--- config.mk ---
export PLATFORM = sky130hd
export DESIGN_NAME = modular_exponentiation_flat
export DESIGN_NICKNAME = d
export VERILOG_FILES = /design/src/rtl/mexp_pkg.sv /design/src/rtl/mexp_if.sv /design/src/rtl/modular_exponentiation.sv /design/src/rtl/mexp_dp.sv /design/src/rtl/mexp_ctrl.sv /design/src/flat_wrapper.sv
export SDC_FILE = /design/constraint.sdc
export NUM_CORES = 1
export LEC_CHECK = 0
export ABC_AREA = 1
export BUFFER_PORTS_ARGS = -buffer_cell sky130_fd_sc_hd__clkbuf_2
export CORE_UTILIZATION = 50
export DETAILED_ROUTE_END_ITERATION = 16
export PLACE_DENSITY = 0.69
export SYNTH_ARGS = -nofsm -noshare
export SYNTH_HDL_FRONTEND = slang
export SYNTH_HIERARCHICAL = 1
export SYNTH_SLANG_ARGS = --single-unit
--- constraint.sdc ---
create_clock -name clk -period 6.04 [get_ports clk]
set_input_delay 0.604 -clock clk [delete_from_list [all_inputs] [get_ports clk]]
set_output_delay 0.604 -clock clk [all_outputs]
set_load 0.01 [all_outputs]
--- src/rtl/mexp_pkg.sv ---
package mexp_pkg;

	// Default operand width and register map.
	localparam int unsigned MEXP_WIDTH = 32;
	localparam int unsigned PADDR_W = 3;
	localparam int unsigned MODULUS_RESET = 2;

	// Register index of the modulus, taken from the word-address bit.
	localparam logic REG_MODULUS = 1'b0;

	// Commands from the controller to the datapath.
	typedef struct packed {
		logic load;        // capture an input item and start reducing the base
		logic start_mult;  // start result times base
		logic start_sqr;   // start base times base
		logic dbl;         // accumulator doubling step
		logic add;         // accumulator conditional add step
		logic wr_r;        // write the finished product to the running result
		logic wr_b;        // write the finished product to the base
		logic clr_e0;      // clear the exponent bit just consumed by a multiply
		logic shift_e;     // move on to the next exponent bit
		logic out_load;    // copy the running result into the output register
	} cmd_t;

	// Status from the datapath to the controller.
	typedef struct packed {
		logic e_zero;      // no exponent bits left to process
		logic e_lsb;       // current exponent bit
	} status_t;

endpackage

--- src/rtl/mexp_if.sv ---
// Input channel: one base and one exponent per transfer.
interface mexp_in_if #(
	parameter int unsigned WIDTH = mexp_pkg::MEXP_WIDTH
);
	logic             valid;
	logic             ready;
	logic [WIDTH-1:0] base;
	logic [WIDTH-1:0] exponent;

	modport source (output valid, output base, output exponent, input ready);
	modport sink (input valid, input base, input exponent, output ready);
endinterface

// Output channel: one result per transfer.
interface mexp_out_if #(
	parameter int unsigned WIDTH = mexp_pkg::MEXP_WIDTH
);
	logic             valid;
	logic             ready;
	logic [WIDTH-1:0] result;

	modport source (output valid, output result, input ready);
	modport sink (input valid, input result, output ready);
endinterface

--- src/rtl/modular_exponentiation.sv ---
// Computes result = base^exponent mod modulus by right-to-left square-and-multiply.
// The modulus is written over the APB port at byte address 0 and read back
// there; write it only while the block is idle. A zero modulus makes all
// arithmetic wrap modulo 2^WIDTH, and an exponent of zero always yields 1.
// One item is worked on at a time. All products go through one shared
// shift-and-add modular multiplier that does one doubling or one addition per
// cycle. An item is first accepted, and its base is reduced by a multiplication
// by one. Then a decision state runs for each exponent bit up to the highest
// set bit, plus a second one after each multiply. Each set bit brings a
// multiplication of the result by the base, and each bit below the highest set
// bit a squaring of the base. The output register is loaded once the previous
// result has been transferred. A new item is accepted while the previous result
// still waits in the output register.
module modular_exponentiation #(
	parameter int unsigned WIDTH = mexp_pkg::MEXP_WIDTH,
	localparam int unsigned DATA_W = (WIDTH > 32) ? 64 : 32,
	localparam int unsigned ADDR_W = (WIDTH > 32) ? mexp_pkg::PADDR_W + 1 : mexp_pkg::PADDR_W
) (
	input  logic                          clk,
	input  logic                          arst_n,
	mexp_in_if.sink                       req,
	mexp_out_if.source                    rsp,
	input  logic                          psel,
	input  logic                          penable,
	input  logic                          pwrite,
	input  logic [ADDR_W-1:0]             paddr,
	input  logic [DATA_W-1:0]             pwdata,
	output logic [DATA_W-1:0]             prdata,
	output logic                          pready
);

	logic [WIDTH-1:0]  modulus_q;
	mexp_pkg::cmd_t    cmd;
	mexp_pkg::status_t status;
	logic              reg_hit;

	// Configuration register: written on the access cycle of an APB transfer.
	// The register index sits just above the byte offset within one data word.
	assign pready = 1'b1;
	assign reg_hit = (paddr[ADDR_W-1] == mexp_pkg::REG_MODULUS);

	always_ff @(posedge clk or negedge arst_n) begin
		if (!arst_n) begin
			modulus_q <= WIDTH'(mexp_pkg::MODULUS_RESET);
		end else if (psel && penable && pwrite && pready && reg_hit) begin
			modulus_q <= pwdata[WIDTH-1:0];
		end
	end

	assign prdata = reg_hit ? DATA_W'(modulus_q) : '0;

	mexp_ctrl #(
		.WIDTH(WIDTH)
	) u_ctrl (
		.clk(clk),
		.arst_n(arst_n),
		.in_valid(req.valid),
		.in_ready(req.ready),
		.out_valid(rsp.valid),
		.out_ready(rsp.ready),
		.status(status),
		.cmd(cmd)
	);

	mexp_dp #(
		.WIDTH(WIDTH)
	) u_dp (
		.clk(clk),
		.cmd(cmd),
		.status(status),
		.modulus(modulus_q),
		.base(req.base),
		.exponent(req.exponent),
		.result(rsp.result)
	);

endmodule

--- src/rtl/mexp_dp.sv ---
module mexp_dp #(
	parameter int unsigned WIDTH = mexp_pkg::MEXP_WIDTH
) (
	input  logic               clk,
	input  mexp_pkg::cmd_t     cmd,
	output mexp_pkg::status_t  status,
	input  logic [WIDTH-1:0]   modulus,
	input  logic [WIDTH-1:0]   base,
	input  logic [WIDTH-1:0]   exponent,
	output logic [WIDTH-1:0]   result
);

	logic [WIDTH-1:0] r_q;
	logic [WIDTH-1:0] b_q;
	logic [WIDTH-1:0] e_q;
	logic [WIDTH-1:0] acc_q;
	logic [WIDTH-1:0] a_q;
	logic [WIDTH-1:0] mb_q;
	logic [WIDTH-1:0] res_q;

	logic [WIDTH:0]   mod_ext;
	logic [WIDTH:0]   sum;
	logic [WIDTH:0]   diff;
	logic [WIDTH-1:0] acc_d;

	// A zero modulus stands for 2^WIDTH, so products simply wrap.
	assign mod_ext = {(modulus == '0), modulus};

	// One step of the interleaved modular multiplier: either double the
	// accumulator or add the multiplicand when the current multiplier bit is set,
	// then subtract the modulus once if the sum reached it.
	always_comb begin
		if (cmd.add) begin
			sum = {1'b0, acc_q} + (mb_q[WIDTH-1] ? {1'b0, a_q} : '0);
		end else begin
			sum = {acc_q, 1'b0};
		end
		diff = sum - mod_ext;
		acc_d = (sum >= mod_ext) ? diff[WIDTH-1:0] : sum[WIDTH-1:0];
	end

	// Multiplier operands and accumulator.
	always_ff @(posedge clk) begin
		if (cmd.load) begin
			a_q <= WIDTH'(1);
			mb_q <= base;
			acc_q <= '0;
		end else if (cmd.start_mult) begin
			a_q <= r_q;
			mb_q <= b_q;
			acc_q <= '0;
		end else if (cmd.start_sqr) begin
			a_q <= b_q;
			mb_q <= b_q;
			acc_q <= '0;
		end else if (cmd.dbl) begin
			acc_q <= acc_d;
		end else if (cmd.add) begin
			acc_q <= acc_d;
			mb_q <= {mb_q[WIDTH-2:0], 1'b0};
		end
	end

	// Running result starts at one and takes finished products.
	always_ff @(posedge clk) begin
		if (cmd.load) begin
			r_q <= WIDTH'(1);
		end else if (cmd.wr_r) begin
			r_q <= acc_d;
		end
	end

	// Base takes the reduced input, then each square.
	always_ff @(posedge clk) begin
		if (cmd.wr_b) begin
			b_q <= acc_d;
		end
	end

	// Exponent bits are consumed from the least significant end.
	always_ff @(posedge clk) begin
		if (cmd.load) begin
			e_q <= exponent;
		end else if (cmd.shift_e) begin
			e_q <= {1'b0, e_q[WIDTH-1:1]};
		end else if (cmd.clr_e0) begin
			e_q[0] <= 1'b0;
		end
	end

	// Output register.
	always_ff @(posedge clk) begin
		if (cmd.out_load) begin
			res_q <= r_q;
		end
	end

	assign status.e_zero = (e_q == '0);
	assign status.e_lsb = e_q[0];
	assign result = res_q;

endmodule

--- src/rtl/mexp_ctrl.sv ---
module mexp_ctrl #(
	parameter int unsigned WIDTH = mexp_pkg::MEXP_WIDTH
) (
	input  logic               clk,
	input  logic               arst_n,
	input  logic               in_valid,
	output logic               in_ready,
	output logic               out_valid,
	input  logic               out_ready,
	input  mexp_pkg::status_t  status,
	output mexp_pkg::cmd_t     cmd
);

	localparam int unsigned CNT_W = $clog2(WIDTH);
	localparam logic [CNT_W-1:0] CNT_LAST = CNT_W'(WIDTH - 1);

	typedef enum logic [5:0] {
		S_IDLE = 6'b000001,
		S_RED  = 6'b000010,
		S_BIT  = 6'b000100,
		S_MUL  = 6'b001000,
		S_SQR  = 6'b010000,
		S_DONE = 6'b100000
	} state_t;

	state_t           state_q;
	state_t           state_d;
	logic [CNT_W-1:0] cnt_q;
	logic             ph_q;
	logic             out_valid_q;
	logic             running;
	logic             last_step;
	logic             in_fire;
	logic             slot_free;

	assign running = (state_q == S_RED) || (state_q == S_MUL) || (state_q == S_SQR);
	assign last_step = ph_q && (cnt_q == CNT_LAST);
	assign in_ready = (state_q == S_IDLE);
	assign in_fire = in_valid && in_ready;
	assign slot_free = !out_valid_q || out_ready;
	assign out_valid = out_valid_q;

	// Next state and datapath commands.
	always_comb begin
		state_d = state_q;
		cmd = '0;
		cmd.dbl = running && !ph_q;
		cmd.add = running && ph_q;
		case (state_q)
			S_IDLE: begin
				if (in_valid) begin
					cmd.load = 1'b1;
					state_d = S_RED;
				end
			end
			S_RED: begin
				if (last_step) begin
					cmd.wr_b = 1'b1;
					state_d = S_BIT;
				end
			end
			S_BIT: begin
				if (status.e_zero) begin
					state_d = S_DONE;
				end else if (status.e_lsb) begin
					cmd.start_mult = 1'b1;
					state_d = S_MUL;
				end else begin
					cmd.start_sqr = 1'b1;
					state_d = S_SQR;
				end
			end
			S_MUL: begin
				if (last_step) begin
					cmd.wr_r = 1'b1;
					cmd.clr_e0 = 1'b1;
					state_d = S_BIT;
				end
			end
			S_SQR: begin
				if (last_step) begin
					cmd.wr_b = 1'b1;
					cmd.shift_e = 1'b1;
					state_d = S_BIT;
				end
			end
			S_DONE: begin
				if (slot_free) begin
					cmd.out_load = 1'b1;
					state_d = S_IDLE;
				end
			end
			default: begin
				state_d = S_IDLE;
			end
		endcase
	end

	// State, step counter and phase.
	always_ff @(posedge clk or negedge arst_n) begin
		if (!arst_n) begin
			state_q <= S_IDLE;
			cnt_q <= '0;
			ph_q <= 1'b0;
		end else begin
			state_q <= state_d;
			if (running) begin
				ph_q <= !ph_q;
				if (ph_q) begin
					cnt_q <= last_step ? '0 : cnt_q + 1'b1;
				end
			end else begin
				ph_q <= 1'b0;
				cnt_q <= '0;
			end
		end
	end

	// Output valid flag.
	always_ff @(posedge clk or negedge arst_n) begin
		if (!arst_n) begin
			out_valid_q <= 1'b0;
		end else if (cmd.out_load) begin
			out_valid_q <= 1'b1;
		end else if (out_ready) begin
			out_valid_q <= 1'b0;
		end
	end

	// The output register is only overwritten once its result has gone.
	assert property (@(posedge clk) disable iff (!arst_n)
		cmd.out_load |-> (!out_valid_q || out_ready))
		else $error("result overwritten before its transfer");

	// An accepted item always starts with the base reduction.
	assert property (@(posedge clk) disable iff (!arst_n)
		in_fire |=> (state_q == S_RED) && (cnt_q == '0) && !ph_q)
		else $error("accepted item did not start the reduction");

	// Products are written back only at the last add step of a multiplication.
	assert property (@(posedge clk) disable iff (!arst_n)
		(cmd.wr_r || cmd.wr_b) |-> (running && last_step))
		else $error("write-back outside the last multiplier step");

	// Only one destination takes a product.
	assert property (@(posedge clk) disable iff (!arst_n)
		!(cmd.wr_r && cmd.wr_b))
		else $error("product written to both result and base");

endmodule
--- src/flat_wrapper.sv ---
// flat-port wrapper written by rule: the top's interface ports become plain ports
module modular_exponentiation_flat 
#(
	parameter int unsigned WIDTH = mexp_pkg::MEXP_WIDTH,
	localparam int unsigned DATA_W = (WIDTH > 32) ? 64 : 32,
	localparam int unsigned ADDR_W = (WIDTH > 32) ? mexp_pkg::PADDR_W + 1 : mexp_pkg::PADDR_W
)
  (clk, arst_n, psel, penable, pwrite, paddr, pwdata, prdata, pready, req_valid, req_base, req_exponent, req_ready, rsp_valid, rsp_result, rsp_ready);
  mexp_in_if #(.WIDTH(WIDTH)) req_i ();
  mexp_out_if #(.WIDTH(WIDTH)) rsp_i ();
  input  logic clk;
  input  logic arst_n;
  input  logic psel;
  input  logic penable;
  input  logic pwrite;
  input  logic [ADDR_W-1:0] paddr;
  input  logic [DATA_W-1:0] pwdata;
  output logic [DATA_W-1:0] prdata;
  output logic pready;
  input wire logic [$bits(req_i.valid)-1:0] req_valid;
  input wire logic [$bits(req_i.base)-1:0] req_base;
  input wire logic [$bits(req_i.exponent)-1:0] req_exponent;
  output wire logic [$bits(req_i.ready)-1:0] req_ready;
  output wire logic [$bits(rsp_i.valid)-1:0] rsp_valid;
  output wire logic [$bits(rsp_i.result)-1:0] rsp_result;
  input wire logic [$bits(rsp_i.ready)-1:0] rsp_ready;
  assign req_i.valid = req_valid;
  assign req_i.base = req_base;
  assign req_i.exponent = req_exponent;
  assign req_ready = req_i.ready;
  assign rsp_valid = rsp_i.valid;
  assign rsp_result = rsp_i.result;
  assign rsp_i.ready = rsp_ready;
  modular_exponentiation #(.WIDTH(WIDTH)) u_core (.clk(clk), .arst_n(arst_n), .req(req_i), .rsp(rsp_i), .psel(psel), .penable(penable), .pwrite(pwrite), .paddr(paddr), .pwdata(pwdata), .prdata(prdata), .pready(pready));
endmodule
# Word level (Yosys, flattened, before mapping)

Cells that the tools add are included.

Add/subtract/negate cells: 3
$lt $le $gt $ge: 1
Eq/ne operators: 12
Muxes and demuxes: 41
Bitwise operators: 1
Reductions and logical operators: 24

Operator list:

| cell                | number |
|---|---|
| $mux 32             | 13 |
| $logic_not 32->1    | 2 |
| $add 32x32->33      | 1 |
| $ge 33x33->1        | 1 |
| $mux 33             | 1 |
| $sub 32x32->32      | 1 |
| $mux 31             | 1 |
| $mux 6              | 4 |
| $pmux 6 s4          | 1 |
| $mux 5              | 4 |
| $mux 1              | 15 |
| $reduce_bool 2->1   | 4 |
| $eq 6x1->1 const B  | 1 |
| $eq 6x2->1 const B  | 1 |
| $eq 6x3->1 const B  | 1 |
| $eq 6x4->1 const B  | 1 |
| $eq 6x5->1 const B  | 1 |
| $eq 6x6->1 const B  | 1 |
| $logic_and 1x1->1   | 6 |
| $ne 2x2->1 const B  | 3 |
| $reduce_or 3->1     | 2 |
| $add 5x1->5 const B | 1 |
| $eq 5x5->1 const B  | 1 |
| $mux 2              | 2 |
| other kinds (10)    | 13 |

Register bits: 269
Bits of input ports: 106
Output and inout port bits: 67

# Longest topological paths before layout

Depth in word-level cells: 9
Gate-level depth with buffers: 32
Gate-level depth less buffers: 30

# Hierarchy

The synthesis kept the hierarchy.

Modules (own cells, without submodules):

| module                 | instances | cells each | area each (um^2) | seq. area each (um^2) |
|---|---|---|---|---|
| mexp_dp                | 1         | 2183       | 14741.6          | 5765.5 |
| modular_exponentiation | 1         | 212        | 1587.8           | 802.0 |
| mexp_ctrl              | 1         | 107        | 799.5            | 326.6 |

# Worst setup path before layout

Ideal clock, no wire load.

Path type: flip-flop to flip-flop
From: register u_core.u_ctrl.state_q[3]
To: register u_core.u_dp.mb_q[0], enable pin
Setup time: 466 ps
Data arrival time: 3714 ps
Data required time: 5574 ps
Slack: 1860 ps
Cell stages (with the launch flop): 9
Buffers on the path: 1
Clock period less this slack: 4180 ps
Path through: dfrtp_1 > nor2_2 > nand3_2 > nand3_4 > nand2_2 > inv_2 > clkinv_1 > clkbuf_1 > o21ai_0

RTL lines:

| what                   | line             | source |
|---|---|---|
| from (decl)            | mexp_ctrl.sv:26  | `state_t state_q;` |
| from (signal assigned) | mexp_ctrl.sv:106 | `state_q <= state_d;` |
| to (signal assigned)   | mexp_dp.sv:46    | `mb_q <= base;` |
| to (signal assigned)   | mexp_dp.sv:50    | `mb_q <= b_q;` |
| to (signal assigned)   | mexp_dp.sv:54    | `mb_q <= b_q;` |
| to (decl)              | mexp_dp.sv:18    | `logic [WIDTH-1:0] mb_q;` |

# Worst setup path in the final report

From: register u_core.u_dp.mb_q[31]
To: register u_core.u_dp.acc_q[12]

Word-level cells in the longest chain between the ends: 7

RTL lines:

| what                                                  | line                         | source |
|---|---|---|
| $mux 32 (*)                                           | mexp_dp.sv:34                | `sum = {1'b0, acc_q} + (mb_q[WIDTH-1] ? {1'b0, a_q} : '0);` |
| $add 32x32->33 (*)                                    | mexp_dp.sv:34                |  |
| $mux 33 (*)                                           | mexp_dp.sv:33                | `if (cmd.add) begin` |
| $sub 32x32->32 / $ge 33x33->1 (equally long branches) | mexp_dp.sv:38, mexp_dp.sv:39 |  |
| $mux 32 (*)                                           | mexp_dp.sv:39                | `acc_d = (sum >= mod_ext) ? diff[WIDTH-1:0] : sum[WIDTH-1:0];` |
| net u_core.u_dp.acc_d[12]                             | mexp_dp.sv:24                | `logic [WIDTH-1:0] acc_d;` |
| $mux 32                                               | mexp_dp.sv:58                | `end else if (cmd.add) begin` |
| $mux 32 (*)                                           | mexp_dp.sv:56                | `end else if (cmd.dbl) begin` |
| to (signal assigned)                                  | mexp_dp.sv:55                | `acc_q <= '0;` |
| to (signal assigned)                                  | mexp_dp.sv:57                | `acc_q <= acc_d;` |
| to (signal assigned)                                  | mexp_dp.sv:59                | `acc_q <= acc_d;` |
| to (decl)                                             | mexp_dp.sv:16                | `logic [WIDTH-1:0] acc_q;` |

Mark *: on every way through the listed nets, which the timed path passes. The rest lies on a longest branch. The select of a mux whose other input is x is not followed.
A chain may end at the register's enable or synchronous reset.

==> out/metrics.cfg <==
[status]
status = finished clean

[critical_path]
crit_fanout = 31
crit_path_end_kind = register
cp.buffers_inverters = 4
reg2reg_slack_ns = 0.66
regToRegEndpoint = u_core/u_dp/acc_q[12]
r2r.worst_path.cells = 27
crit_path_start_kind = register
crit_type = reg -> reg
reg2reg_from = u_core/u_dp/mb_q[31]
arrival_ns = 5.85
crit_family = simple AND/OR/NAND/NOR gates
worstPathRequired_ns = 6.51
crit_path_max_incr_delay_ns = 0.64
crit_slowest_cell = edfxtp_1
cp_common_cell = nand2_1

[detailed_routing]
drt_iter0_markers = 1302
drtAntennaViolNets = 0
vias = 15782
met2WireLength_um = 20100
highest_layer = met4
route.detailed.vias_per_inst = 5.09
dr.pass1.iters = 7
route.met3.wl_um = 3550
drt_wl_total_um = 47400
m1WireLength_um = 22800
wl_per_cell_um = 15.3
drcViolationCount = 0

[clock_network]
cts-hold-fix-buffers = 0
clkSlewWorstSetupHoldPaths_ns = 0.06
cts-buffers-inserted = 29
clockBufferDepth = 3
cts_setup_buffers = 0
cts_max_level = 1
cts_resized = 0
clockRootBuffer = clkbuf_16
cts_tree = done
clk_latency_ns = 0.58
tritoncts_num_sinks = 269

[synth]
synthCells = 2502
syn-num-nets = 2677
synth-compound-area-share = 0.0820
avgSynthCellArea_um2 = 6.85
synth-async-reset-ratio = 0.167
synth_edf_count = 128
synth_cell_types = 47
synthXorXnorAreaFrac = 0.0143
ys_seq_area_frac = 0.402
synthSimpleGateAreaFrac = 0.334
ys.flop_type = edfxtp_1
synth_adder_area_share = 0.0513
syn_area_um2 = 17100
synth_top_family_by_area = simple AND/OR/NAND/NOR gates
ys_warn_count = 6
ys_seq_elements = 269
synthMuxAreaShare = 0

[timing]
finalCritPeriodShare = 0.891
drv_slew = 0
rsz0062_at_grt = no
setup_tns_ns = 0
finalSetupViolCount = 0
slew-limit-headroom = 0.228
fmax_mhz = 186
skew_ns = 0.0176
setup_slack_ns = 0.655
hold_viol_final = 0
fin_hold_ws_ns = 0.222
tightest_slew_ns = 1.16
period_minus_slack_ns = 5.38

[power_and_ir_drop]
ir_worst_vdd_uv = 257
power_leakage_nw = 10.3
power_density_nw_per_um2 = 449
power_w = 0.00867

[finish]
n_antenna_cell = 0
finalInstanceArea_um2 = 19300
nets = 2807
synthToLayoutAreaGrowth_pct = 12.8
drive_gt1_frac = 0.121

[placement]
place_congestion = 0.974
portBuffers = 169
preCtsSetupSlack_ns = 0.730
dp_hpwl_um = 36500
postPlaceCellArea_um2 = 18300

[grt]
antenna_found_initial = 0
grt_pass1_wl_um = 76600
overflow = 0
grt_pass1_vias = 14846
grt_max_degree = 91
track_usage = 0.272

[floorplan]
core_area_um2 = 33600
die_h_um = 187
row_count = 67
dieArea_um2 = 35000
start_util = 0.510
dieWidth_um = 187
io_pins = 173

[job]
max_cap_viol_count = 0

[hold_path]
min_path_type = in -> async

==> per-layer routing <==
layer | track usage | up-vias
met4 | 0.0712 | 0
met5 | 0 | -
met1 | 0.394 | 7090
li1 | - | 8102
met3 | 0.0447 | 67
met2 | 0.420 | 523
==> sequential cells by signal (all words and copies together), names as in the netlist <==
register and cells:
u_core/modulus_q 32, u_core/u_ctrl/cnt_q 5, u_core/u_ctrl/out_valid 1, u_core/u_ctrl/ph_q 1, u_core/u_ctrl/state_q 6, u_core/u_dp/a_q 32
u_core/u_dp/acc_q 32, u_core/u_dp/b_q 32, u_core/u_dp/e_q 32, u_core/u_dp/mb_q 32, u_core/u_dp/r_q 32, u_core/u_dp/result 32
==> layout make-up <==
class | instances | area (um2)
clock inverters | 20 | 259
well taps | 448 | 561
multi-input cells | 1732 | 8290
clock buffers | 34 | 786
fillers | 3220 | 14300
flip-flops and latches | 269 | 6890
inverters | 412 | 1550
repair buffers | 188 | 988
==> cells in the final DEF (no fill, tap or decap), types with 3 or more instances in the layout <==
| master | netlist | final |
|---|---|---|
| nand2_1 | 829 | 829 |
| inv_1 | 404 | 401 |
| nor2_1 | 260 | 257 |
| clkbuf_2 | 0 | 169 |
| nand3_1 | 164 | 164 |
| a21oi_1 | 129 | 128 |
| edfxtp_1 | 128 | 128 |
| dfxtp_1 | 96 | 96 |
| o21ai_0 | 70 | 69 |
| ha_1 | 67 | 67 |
| dfrtp_1 | 43 | 43 |
| a31oi_1 | 31 | 31 |
| clkbuf_16 | 0 | 30 |
| nand2_2 | 27 | 27 |
| xor2_1 | 22 | 22 |
| o21ai_1 | 22 | 22 |
| buf_4 | 9 | 19 |
| nand4_1 | 19 | 19 |
| nor2_2 | 12 | 13 |
| nor4_1 | 11 | 11 |
| nand3_2 | 10 | 10 |
| and2_1 | 10 | 10 |
| inv_2 | 5 | 7 |
| clkinv_2 | 0 | 6 |
| xnor2_1 | 6 | 6 |
| or2_2 | 6 | 6 |
| nand3b_1 | 6 | 6 |
| nor3_1 | 5 | 5 |
| bufinv_16 | 0 | 4 |
| nand2_4 | 4 | 4 |
| o21bai_1 | 4 | 4 |
| clkinvlp_4 | 0 | 3 |
| clkinv_4 | 0 | 3 |
| nor2_4 | 1 | 3 |
| a21o_1 | 3 | 3 |
| o21a_1 | 3 | 3 |
==> cells by family after synthesis <==
logic type | after synthesis
XOR/XNOR | 28
AND/OR/NAND/NOR | 1368
AO/OA/AOI/OAI | 266
flip-flops | 269
other | 1
adder cells (fa/ha/maj) | 69
buffers and inverters | 501
==> worst max path at each step <==
stage                              from                    end  cells after the start
6_report           u_core/u_dp/mb_q[31]  u_core/u_dp/acc_q[12]                     27
5_1_grt            u_core/u_dp/mb_q[31]  u_core/u_dp/acc_q[12]                     27
2_1_floorplan  u_core/u_ctrl/state_q[3]    u_core/u_dp/mb_q[0]                      8
3_5_place_dp       u_core/u_dp/mb_q[31]  u_core/u_dp/acc_q[12]                     27
3_3_place_gp       u_core/u_dp/mb_q[31]    u_core/u_dp/r_q[12]                     27
4_1_cts            u_core/u_dp/mb_q[31]  u_core/u_dp/acc_q[12]                     27
==> Yosys cell counts (11+ instances only) <==
cell / count / area, um2
a21oi_1: 129 / 646
a31oi_1: 31 / 194
clkbuf_1: 61 / 229
dfrtp_1: 43 / 1080
dfxtp_1: 96 / 1920
edfxtp_1: 128 / 3840
ha_1: 67 / 838
inv_1: 404 / 1520
nand2_1: 829 / 3110
nand2_2: 27 / 169
nand3_1: 164 / 821
nand4_1: 19 / 119
nor2_1: 260 / 976
nor2_2: 12 / 75.1
nor4_1: 11 / 68.8
o21ai_0: 70 / 350
o21ai_1: 22 / 110
xor2_1: 22 / 193
==> worst reg2reg max path, stage by stage (launching register included) <==
cell	delay, ns
edfxtp_1	0.64
nand2_1	0.25
inv_1	0.06
ha_1	0.21
fa_1	0.44
nand3_1	0.10
nand3_1	0.19
nand2_1	0.11
nand2_1	0.15
nand2_1	0.17
nand3_1	0.09
nand2_1	0.06
nand3_1	0.08
and2_1	0.22
ha_1	0.40
nand2_1	0.12
nor2_1	0.29
nand2_1	0.10
nor2_1	0.23
nand4_1	0.13
nand2_1	0.09
inv_2	0.04
nand2_4	0.27
inv_4	0.29
nand2_1	0.14
nand2_1	0.16
o21ai_0	0.21
inv_1	0.05
==> stage by stage <==
| step | std cells | util |
|---|---|---|
| 2_1_floorplan | 2502 | - |
| 3_3_place_gp | 3049 | 0.544 |
| 3_5_place_dp | 3049 | 0.544 |
| 4_1_cts | 3103 | 0.575 |
| 5_1_grt | 3103 | 0.575 |
| 6_report | 3103 | 0.575 |
==> report_power, final <==
| part | switching (W) | internal, W |
|---|---|---|
| logic | 0.00296 | 0.00126 |
| registers | 0.000174 | 0.00237 |
| clock network | 0.000787 | 0.00112 |
No activity file was read; power rests on OpenSTA's default activity.
